$ cat config.mk
export PLATFORM = sky130hd
export DESIGN_NAME = sorted_priority_queue_core
export DESIGN_NICKNAME = d
export VERILOG_FILES = /design/src/hdl/spq_pkg.sv /design/src/hdl/sorted_priority_queue_core.sv /design/src/hdl/spq_cell.sv
export SDC_FILE = /design/constraint.sdc
export NUM_CORES = 1
export LEC_CHECK = 0
export ABC_CLOCK_PERIOD_IN_PS = 8300
export BUFFER_PORTS_ARGS = -buffer_cell sky130_fd_sc_hd__clkbuf_2
export CAP_MARGIN = 15
export CORE_MARGIN = 2
export CORE_UTILIZATION = 40
export CTS_BUF_LIST = sky130_fd_sc_hd__clkbuf_8
export CTS_CLUSTER_SIZE = 24
export DETAILED_ROUTE_END_ITERATION = 12
export REMOVE_ABC_BUFFERS = 1
export SYNTH_ARGS = -nofsm -noshare
export SYNTH_HDL_FRONTEND = slang
export SYNTH_SLANG_ARGS = --single-unit
$ cat constraint.sdc
create_clock -name i_clk -period 8.3 [get_ports i_clk]
set_clock_uncertainty 0.15 [all_clocks]
set_input_delay 0 -clock i_clk [delete_from_list [all_inputs] [get_ports i_clk]]
set_output_delay 0 -clock i_clk [all_outputs]
set_load 0.02 [all_outputs]
$ cat src/hdl/spq_pkg.sv
// Shared types for the sorted priority queue: transfer payloads, stored entry, cell command.
// No dependencies; used by spq_cell, sorted_priority_queue_core, spq_checker and tb.
package spq_pkg;

    localparam int ID_W   = 16;
    localparam int PRIO_W = 8;
    localparam int TAG_W  = 8;
    localparam int OCC_W  = 5;

    typedef enum logic {
        KIND_PUSH = 1'b0,
        KIND_POP  = 1'b1
    } t_kind;

    typedef struct packed {
        t_kind              kind;
        logic [ID_W-1:0]    item_id;
        logic [PRIO_W-1:0]  item_priority;
        logic [TAG_W-1:0]   item_tag;
    } t_in_item;

    typedef struct packed {
        logic               got_entry;
        logic [ID_W-1:0]    out_id;
        logic [PRIO_W-1:0]  out_priority;
        logic [TAG_W-1:0]   out_tag;
        logic               overflow;
        logic [OCC_W-1:0]   occupancy;
    } t_out_item;

    typedef struct packed {
        logic [ID_W-1:0]    id;
        logic [PRIO_W-1:0]  prio;
        logic [TAG_W-1:0]   tag;
    } t_entry;

    // Broadcast to every cell of the chain in the cycle of a transfer
    typedef struct packed {
        logic   push;
        logic   pop;
        t_entry entry;
    } t_cell_cmd;

endpackage

$ cat src/hdl/sorted_priority_queue_core.sv
// Sorted priority queue built from a chain of spq_cell slots with a fill counter and
// a registered result stage. Depends on spq_pkg and spq_cell.
//
// Each accepted item (push or pop) produces one result in the next cycle, and a new item
// is accepted every cycle as long as the result register is empty or being drained in the
// same cycle. This rate rests on the chain: every slot compares its priority with the
// pushed one and all slots shift by one place on the same edge, so the time of insert
// and pop does not grow with the fill level. The queue holds up to CAPACITY entries in
// ascending priority order; a push into a full queue is dropped with overflow set, and a
// pop of an empty queue returns got_entry low with zero fields. Stored entries need no
// clearing after reset: a slot counts only while it lies below the fill count.
module sorted_priority_queue_core #(
    parameter int CAPACITY = 16
) (
    input  logic               i_clk,
    input  logic               i_rst_n,
    input  logic               i_in_valid,
    output logic               o_in_ready,
    input  spq_pkg::t_in_item  i_in_item,
    output logic               o_out_valid,
    input  logic               i_out_ready,
    output spq_pkg::t_out_item o_out_item
);

    localparam int CW = $clog2(CAPACITY + 1);

    logic [CW-1:0]      r_count;
    logic [CW-1:0]      n_count;
    logic               r_out_valid;
    spq_pkg::t_out_item r_out_item;
    spq_pkg::t_out_item n_out_item;

    spq_pkg::t_cell_cmd w_cmd;
    logic               w_accept;
    logic               w_full;
    logic               w_empty;
    logic [CW+spq_pkg::OCC_W-1:0] w_count_ext;

    logic            w_ge    [CAPACITY];
    spq_pkg::t_entry w_entry [CAPACITY];

    // Accept while the result slot is free or drains this cycle
    assign o_in_ready = !r_out_valid || i_out_ready;
    assign w_accept   = i_in_valid && o_in_ready;
    assign w_full     = r_count == CW'(CAPACITY);
    assign w_empty    = r_count == '0;

    // Form the chain command
    always_comb begin
        w_cmd.push       = w_accept && (i_in_item.kind == spq_pkg::KIND_PUSH) && !w_full;
        w_cmd.pop        = w_accept && (i_in_item.kind == spq_pkg::KIND_POP) && !w_empty;
        w_cmd.entry.id   = i_in_item.item_id;
        w_cmd.entry.prio = i_in_item.item_priority;
        w_cmd.entry.tag  = i_in_item.item_tag;
    end

    // Build the chain
    for (genvar g = 0; g < CAPACITY; g++) begin : g_cell
        logic            w_left_ge;
        spq_pkg::t_entry w_left_entry;
        spq_pkg::t_entry w_right_entry;

        if (g == 0) begin : g_first
            assign w_left_ge    = 1'b0;
            assign w_left_entry = '0;
        end else begin : g_mid
            assign w_left_ge    = w_ge[g-1];
            assign w_left_entry = w_entry[g-1];
        end

        if (g == CAPACITY - 1) begin : g_last
            assign w_right_entry = '0;
        end else begin : g_inner
            assign w_right_entry = w_entry[g+1];
        end

        spq_cell u_cell (
            .i_clk         (i_clk),
            .i_cmd         (w_cmd),
            .i_valid       (CW'(g) < r_count),
            .i_strict      (g == 0),
            .i_left_ge     (w_left_ge),
            .i_left_entry  (w_left_entry),
            .i_right_entry (w_right_entry),
            .o_ge          (w_ge[g]),
            .o_entry       (w_entry[g])
        );
    end

    // Next fill count and result
    always_comb begin
        n_count = r_count;
        if (w_cmd.push) begin
            n_count = r_count + CW'(1);
        end else if (w_cmd.pop) begin
            n_count = r_count - CW'(1);
        end

        w_count_ext = (CW + spq_pkg::OCC_W)'(n_count);

        n_out_item              = '0;
        n_out_item.occupancy    = w_count_ext[spq_pkg::OCC_W-1:0];
        n_out_item.overflow     = (i_in_item.kind == spq_pkg::KIND_PUSH) && w_full;
        if (w_cmd.pop) begin
            n_out_item.got_entry    = 1'b1;
            n_out_item.out_id       = w_entry[0].id;
            n_out_item.out_priority = w_entry[0].prio;
            n_out_item.out_tag      = w_entry[0].tag;
        end
    end

    // Hold count and result register
    always_ff @(posedge i_clk) begin
        if (!i_rst_n) begin
            r_count     <= '0;
            r_out_valid <= 1'b0;
        end else begin
            r_count <= n_count;
            if (w_accept) begin
                r_out_valid <= 1'b1;
            end else if (i_out_ready) begin
                r_out_valid <= 1'b0;
            end
        end
        if (w_accept) begin
            r_out_item <= n_out_item;
        end
    end

    assign o_out_valid = r_out_valid;
    assign o_out_item  = r_out_item;

endmodule

$ cat src/hdl/spq_cell.sv
// One slot of the sorted chain: holds an entry and compares it with the pushed priority.
// Depends on spq_pkg.
module spq_cell (
    input  logic               i_clk,
    input  spq_pkg::t_cell_cmd i_cmd,
    input  logic               i_valid,       // slot lies below the fill count
    input  logic               i_strict,      // head slot: new entry goes only on strictly greater
    input  logic               i_left_ge,     // left neighbor takes the new entry or shifts
    input  spq_pkg::t_entry    i_left_entry,
    input  spq_pkg::t_entry    i_right_entry,
    output logic               o_ge,
    output spq_pkg::t_entry    o_entry
);

    spq_pkg::t_entry r_entry;
    logic            w_cmp;

    // Decide whether the new entry lands here or before this slot
    always_comb begin
        if (i_strict) begin
            w_cmp = r_entry.prio > i_cmd.entry.prio;
        end else begin
            w_cmp = r_entry.prio >= i_cmd.entry.prio;
        end
        o_ge = !i_valid || w_cmp;
    end

    // Shift right on insert, shift left on pop, otherwise hold
    always_ff @(posedge i_clk) begin
        if (i_cmd.push) begin
            if (i_left_ge) begin
                r_entry <= i_left_entry;
            end else if (o_ge) begin
                r_entry <= i_cmd.entry;
            end
        end else if (i_cmd.pop) begin
            r_entry <= i_right_entry;
        end
    end

    assign o_entry = r_entry;

endmodule

==> key figures, run 1 <==
Clock network
  – Buffer type at the clock tree root: sky130_fd_sc_hd__clkbuf_8
  – Number of buffers created by CTS: 99
  – Post-cts resize count: 0
  – TritonCTS clock tree: built
  – H-Tree Depth: 3
  – Number of sinks handled by clock tree synthesis: 557
  – Clock insertion delay at the later pin of the skew report: 730 ps
  – Clock-pin slew reported for the worst setup and hold paths after clock tree synthesis: 50 ps
  – Number of buffers between clock root and the deepest sink: 3

Logic synthesis
  – Number of distinct library cells after synthesis: 55
  – Synth top area share: 0.552
  – Number of enable-type register cells in the synthesized netlist: 551
  – Dominant cell type by area after synthesis: sky130_fd_sc_hd__edfxtp_1
  – Synthesized area divided by synthesized cell count: 10.7 sq um
  – Yosys warnings: 0
  – Register bit total from synthesis: 557
  – Post-synth design cell area: 0.0299 sq mm
  – Post-Synthesis Cells: 2,786
  – Share of synthesized flip-flops with an asynchronous set or reset: 0
  – Sequential fraction of the synthesis area: 0.557
  – Synth top area cells: sky130_fd_sc_hd__edfxtp_1, sky130_fd_sc_hd__mux2i_1, sky130_fd_sc_hd__nand2_1
  – Prevailing post-synth register cell: sky130_fd_sc_hd__edfxtp_1

Hold path
  – Hold path depth: 3
  – Worst Hold Class: in2reg

Route
  – Wire length on met3: 6.26 mm
  – Met1 routed wirelength after detailed routing: 38.3 mm
  – Final routed wire length divided by cell count: 22.7 um
  – Total detailed-routing wirelength: 87.9 mm
  – Post-route ant nets: 0
  – DRT Pass-1 Iters: 6
  – Number of DRC markers after the initial detailed-route iteration: 2,207
  – Highest signal layer in the routed design: met5
  – Detailed-route DRC error count: 0
  – Detail Route met2 WL: 41.1 mm
  – Routed via count: 22.6k
  – Drt via density: 5.83

Timing
  – Final Max Tran Viols: 0
  – Achievable Freq: 235 MHz
  – Minimum clock period after layout: 4250 ps
  – Total negative slack for setup checks: 0 ps
  – Count of final hold-check violations: 0
  – Period utilization: 0.512
  – Number of setup violations in the final report: 0
  – Slew HR: 0.274
  – Pin slew with the least headroom to its limit: 1090 ps
  – Unrepaired setup endpoints after global routing: false
  – Least setup slack across all paths after layout: 4050 ps

Pwr
  – Areal power density over the cells: 246 mW/mm^2
  – Logic gate share of total power: 0.233
  – Sw Pwr: 2.74 mW
  – Net switching share of the total power: 0.334
  – Clock power share: 0.283
  – Power share of the sequential group: 0.485
  – Peak supply drop: 0.125 mV
  – Internal portion of total power: 5.46 mW
  – Leak Pwr: 12.9 nW

GRT
  – Wire length of the first global-routing pass: 134 mm
  – All-Layer GR Usage: 0.225
  – Remaining global-route overflow: 0
  – Number of antenna violations at the first check in global routing: 3
  – Maximum number of pins on one net before global-route repair: 115
  – Via count of the first global-routing pass: 22.4k

Final layout
  – Most frequent standard cell in the layout excluding fill and tap cells: sky130_fd_sc_hd__edfxtp_1
  – Post-layout instance area: 0.0333 sq mm
  – Commonest cells after routing, fill and taps aside: sky130_fd_sc_hd__edfxtp_1, sky130_fd_sc_hd__nand2_1, sky130_fd_sc_hd__mux2i_1
  – Fill count: 7,001
  – Final #Nets: 2,998
  – Final core utilization: 0.448
  – Area growth from synthesis to layout: 11.2%
  – Share of post-route cells with drive strength above 1: 0.0969

Job
  – Max-cap check violation count: 0

Setup path
  – Signal arrival time at the worst endpoint: 4440 ps
  – Slowest CP cell: sky130_fd_sc_hd__a21oi_4
  – Critical path required time: 8490 ps
  – Worst setup EP type: register
  – Critical path type: in2reg
  – Worst-case reg-to-reg path depth: 8
  – Type of element launching the critical path: primary input
  – Largest stage delay on the critical path: 820 ps
  – Dominant cell type by count on the critical path: sky130_fd_sc_hd__buf_4
  – Cells along the critical path: dlygate4sd3_1 -> clkbuf_2 -> inv_1 -> ha_1 -> a21oi_1 -> o21ai_0 -> nor3_1 -> o21ai_4 -> buf_4 -> nor2_1 -> a21oi_4 -> buf_4
  – Largest fanout on the critical path: 64

Floorplanning
  – Core Rows: 100
  – Floorplan die width: 278 um
  – Initial Utilization: 0.403
  – Area of the die: 0.0771 sq mm
  – Total I/O pin count: 78
  – Die span in y: 278 um
  – Core ar.: 0.0743 sq mm

Place
  – Final Wtd Congestion: 0.914
  – Sum of net half-perimeters after detailed placement: 52.2 mm
  – Number of port buffers: 77
  – Dpl cell area: 0.0311 sq mm
  – Worst slack, placed: 3920 ps

Status
  – Status: completed
## final timing paths
| path | from | to | slack, ps |
|---|---|---|---|
| setup reg to reg | r_count[2] | g_cell[4].u_cell.o_entry[30] | 4140 |
| hold reg to reg | g_cell[15].u_cell.o_entry[3] | g_cell[14].u_cell.o_entry[3] | 380 |
| hold / removal | i_in_item[32] | o_out_item[5] | 140 |
| setup / recovery | i_in_item[14] | g_cell[4].u_cell.o_entry[30] | 4050 |
## critical path: cells and delay by family
family,cells,cell delay [ps]
adders and majority gates,1,480
buffers and inverters,5,2430
and+or+nand+nor,2,350
AOI/OAI and AO/OA,4,1120
## Yosys cell counts, drive strengths merged, types with 4 or more instances
| library cell | count |
|---|---|
| a211o | 7 |
| nand2 | 486 |
| nand2b | 17 |
| dfxtp | 6 |
| nor2b | 6 |
| nand4 | 17 |
| a31oi | 14 |
| a21o | 13 |
| clkbuf | 126 |
| o21ai | 247 |
| ha | 132 |
| a22oi | 4 |
| edfxtp | 551 |
| o21a | 6 |
| buf | 101 |
| and2 | 37 |
| a2111oi | 4 |
| nor3 | 9 |
| o211ai | 125 |
| nand3 | 166 |
| inv | 36 |
| a21oi | 213 |
| nor2 | 157 |
| mux2i | 258 |
| a211oi | 14 |
## stage by stage
| stage | std cells | power (mW) | hold WS (ps) |
|---|---|---|---|
| finish | 3872 | 8.21 | 138 |
| global route | 3870 | 8.63 | 154 |
| CTS | 3868 | 8.27 | 95.3 |
| detailed placement | 3655 | 5.92 | 125 |
| global placement | 3655 | 5.86 | 107 |
| floorplan | 2559 | 5.34 | -28.3 |
## logic make-up after synthesis
kind of cell	share of synthesized area
xor gates and xnor gates	0.00146
DFF	0.557
adders and majority gates	0.0551
muxes	0.0862
AOI/OAI and AO/OA	0.131
buffers and inverters	0.0405
and+or+nand+nor	0.129
## registers in the layout, indices dropped and copies added, names as in the netlist
| register | cells |
|---|---|
| g_cell.u_cell.o_entry | 512 |
| o_out_item | 39 |
| o_out_valid | 1 |
| r_count | 5 |
## timing repair
action | in CTS | in global routing
endpoints found under the hold margin | 521 | 0
hold buffers | 41 | 0
setup buffers | 0 | 0
## routing by layer
layer | vias to the layer above | global-route usage
met5 | - | 0
met4 | 2 | 0.0726
met3 | 165 | 0.0342
met2 | 906 | 0.365
met1 | 11100 | 0.309
li1 | 10400 | -
## cell type report
class / instances / area [sq um] / area share
Timing Repair Buffer: 169 / 1200 / 0.0360
Antenna cell: 3 / 7.51 / 0.000225
Clock inverter: 73 / 348 / 0.0104
Sequential cell: 557 / 16700 / 0.501
Tap cell: 969 / 1210 / 0.0364
Clock buffer: 99 / 1360 / 0.0409
Multi-Input combinational cell: 1966 / 12400 / 0.371
Inverter: 36 / 135 / 0.00406
## power groups by stage
stage | Combinational [mW] | Clock [mW] | Sequential [mW]
after floorplan | 1.35 | 0 | 3.98
after global placement | 1.84 | 0 | 4.01
after detailed placement | 1.90 | 0 | 4.03
after CTS | 1.92 | 2.37 | 3.97
after global routing | 2.11 | 2.50 | 4.02
final | 1.91 | 2.32 | 3.98
Power figures use the tool's default switching activity.
==> inputs of run 2 (changes only) <==
Settings changed: ABC_CLOCK_PERIOD_IN_PS 8300 to 3400.
Clock period 8.3 ns to 3.4 ns, I/O delays scaled along.
==> run 2 against run 1 <==
  * Critical path depth is 2 lower
  * Count of clock-buffer cells in the layout grew 3
  * Power increased to 2.5 times the previous value
  * Hold slack worse by 41 ps
  * Wire length up 0.60%
  * Clock power rose to 2.6 times the previous value
  * Global-route usage rose by 0.22 points
  * Sequential power up 140%
  * Final area rose by 3.1%
  * First-iteration DRC count rose by 9.4%
  * Critical path type unchanged
  * Critical endpoint is now g_cell[14].u_cell.o_entry[8]
==> key figures, run 2 (synthesis results as in run 1) <==
Status
  – Status: completed

Timing
  – Achievable Freq: 320 MHz
  – Period utilization: 0.918
  – Total negative slack for setup checks: 0 ps
  – Minimum clock period after layout: 3120 ps
  – Pin slew with the least headroom to its limit: 988 ps
  – Count of final hold-check violations: 0
  – Slew HR: 0.341
  – Unrepaired setup endpoints after global routing: false
  – Worst hold margin: 96.5 ps
  – Final Max Tran Viols: 0
  – Number of setup violations in the final report: 0

Route
  – DRT Pass-1 Iters: 5
  – Drt via density: 5.74
  – Routed via count: 22.7k
  – Total detailed-routing wirelength: 88.4 mm
  – Detailed-route DRC error count: 0
  – Final routed wire length divided by cell count: 22.4 um
  – Post-route ant nets: 0
  – Number of DRC markers after the initial detailed-route iteration: 2,414

Floorplanning
  – Die span in y: 278 um
  – Total I/O pin count: 78
  – Core ar.: 0.0743 sq mm
  – Floorplan die width: 278 um
  – Area of the die: 0.0771 sq mm
  – Initial Utilization: 0.403
  – Core Rows: 100

Clock network
  – Clock-pin slew reported for the worst setup and hold paths after clock tree synthesis: 60 ps
  – Clock insertion delay at the later pin of the skew report: 740 ps
  – Number of buffers created by CTS: 99
  – Number of sinks handled by clock tree synthesis: 557
  – Buffer type at the clock tree root: sky130_fd_sc_hd__clkbuf_8
  – TritonCTS clock tree: built
  – Number of buffers between clock root and the deepest sink: 3
  – H-Tree Depth: 3
  – Setup fix buffers added after clock tree synthesis: 0
  – Post-cts resize count: 0

Final layout
  – Area growth from synthesis to layout: 14.6%
  – Largest register FFs: 512
  – Post-layout instance area: 0.0343 sq mm
  – Final #Nets: 3,063
  – Final core utilization: 0.462
  – Most frequent standard cell in the layout excluding fill and tap cells: sky130_fd_sc_hd__edfxtp_1
  – Share of post-route cells with drive strength above 1: 0.119
  – Commonest cells after routing, fill and taps aside: sky130_fd_sc_hd__edfxtp_1, sky130_fd_sc_hd__nand2_1, sky130_fd_sc_hd__mux2i_1

Pwr
  – Areal power density over the cells: 605 mW/mm^2
  – Leak Pwr: 13.4 nW
  – Peak supply drop: 0.278 mV
  – Final total power: 20.8 mW

GRT
  – Via count of the first global-routing pass: 22.4k
  – Wire length of the first global-routing pass: 135 mm
  – Remaining global-route overflow: 0
  – Number of antenna violations at the first check in global routing: 4
  – All-Layer GR Usage: 0.227
  – Maximum number of pins on one net before global-route repair: 223

Setup path
  – Critical path required time: 3600 ps
  – Signal arrival time at the worst endpoint: 3320 ps
  – Type of element launching the critical path: primary input
  – Largest fanout on the critical path: 18
  – Worst setup EP type: register
  – Critical path type: in2reg

Place
  – Dpl cell area: 0.0320 sq mm
  – Sum of net half-perimeters after detailed placement: 56.6 mm
  – Number of port buffers: 77
  – Final Wtd Congestion: 0.913

Hold path
  – Worst Hold Class: in2reg

Job
  – Max-cap check violation count: 0
[run 2: changes by cell type in the layout (fill, tap and decap cells not counted), sizes merged]
cell | previous run | this run
bufinv | 0 | 4
clkinv | 34 | 36
buf | 51 | 117
dlygate4sd3 | 41 | 40
diode | 3 | 1
inv | 74 | 76
clkinvlp | 1 | 0
clkbuf | 176 | 179
[run 2: final timing paths]
kind | from | endpoint | slack, ps | cells past startpoint
worst max register to register | g_cell[12].u_cell.o_entry[10] | g_cell[13].u_cell.o_entry[25] | 400 | 9
worst max-delay path | i_in_item[15] | g_cell[14].u_cell.o_entry[8] | 280 | 10
worst min-delay path | i_in_item[32] | o_out_item[5] | 100 | 3
worst min register to register | g_cell[15].u_cell.o_entry[20] | g_cell[14].u_cell.o_entry[20] | 380 | 2
[run 2: what timing repair did]
item                       in CTS  in global routing
hold buffers                   40                  0
setup endpoints to repair       0                  0
hold endpoints to repair      546                  0
[run 2: critical path, stage by stage]
cell	delay, ps
sky130_fd_sc_hd__dlygate4sd3_1	530
sky130_fd_sc_hd__clkbuf_2	280
sky130_fd_sc_hd__inv_1	370
sky130_fd_sc_hd__ha_1	470
sky130_fd_sc_hd__nand4_1	170
sky130_fd_sc_hd__a211oi_1	550
sky130_fd_sc_hd__a2111oi_4	170
sky130_fd_sc_hd__buf_12	220
sky130_fd_sc_hd__a31oi_4	190
sky130_fd_sc_hd__buf_4	350
[run 2: stage by stage]
step,worst slack (ps),std cells
floorplan,-16440,2559
global placement,166,3722
detailed placement,144,3722
CTS,336,3944
global route,135,3945
finish,279,3945
[run 2: layout make-up]
type,count,area [sq um]
Fill cell,6914,40000
Sequential cell,557,16700
Multi-Input combinational cell,1966,12400
Timing Repair Buffer,234,2060
Clock buffer,102,1400
Tap cell,969,1210
Clock inverter,80,478
Inverter,36,135
Antenna cell,1,2.50
[run 2: per-layer routing]
layer	track usage	part of all wire	wire [um]	up-vias
met5	0	0.00015	13	-
met4	0.0751	0.025	2240	2
met3	0.0362	0.070	6190	165
met2	0.366	0.47	41500	917
met1	0.313	0.44	38500	11100
li1	-	-	-	10500
[run 2: power by group]
part | internal (mW) | switching [mW]
Clock | 3.11 | 2.96
Combinational | 1.78 | 3.24
Sequential | 9.06 | 0.595
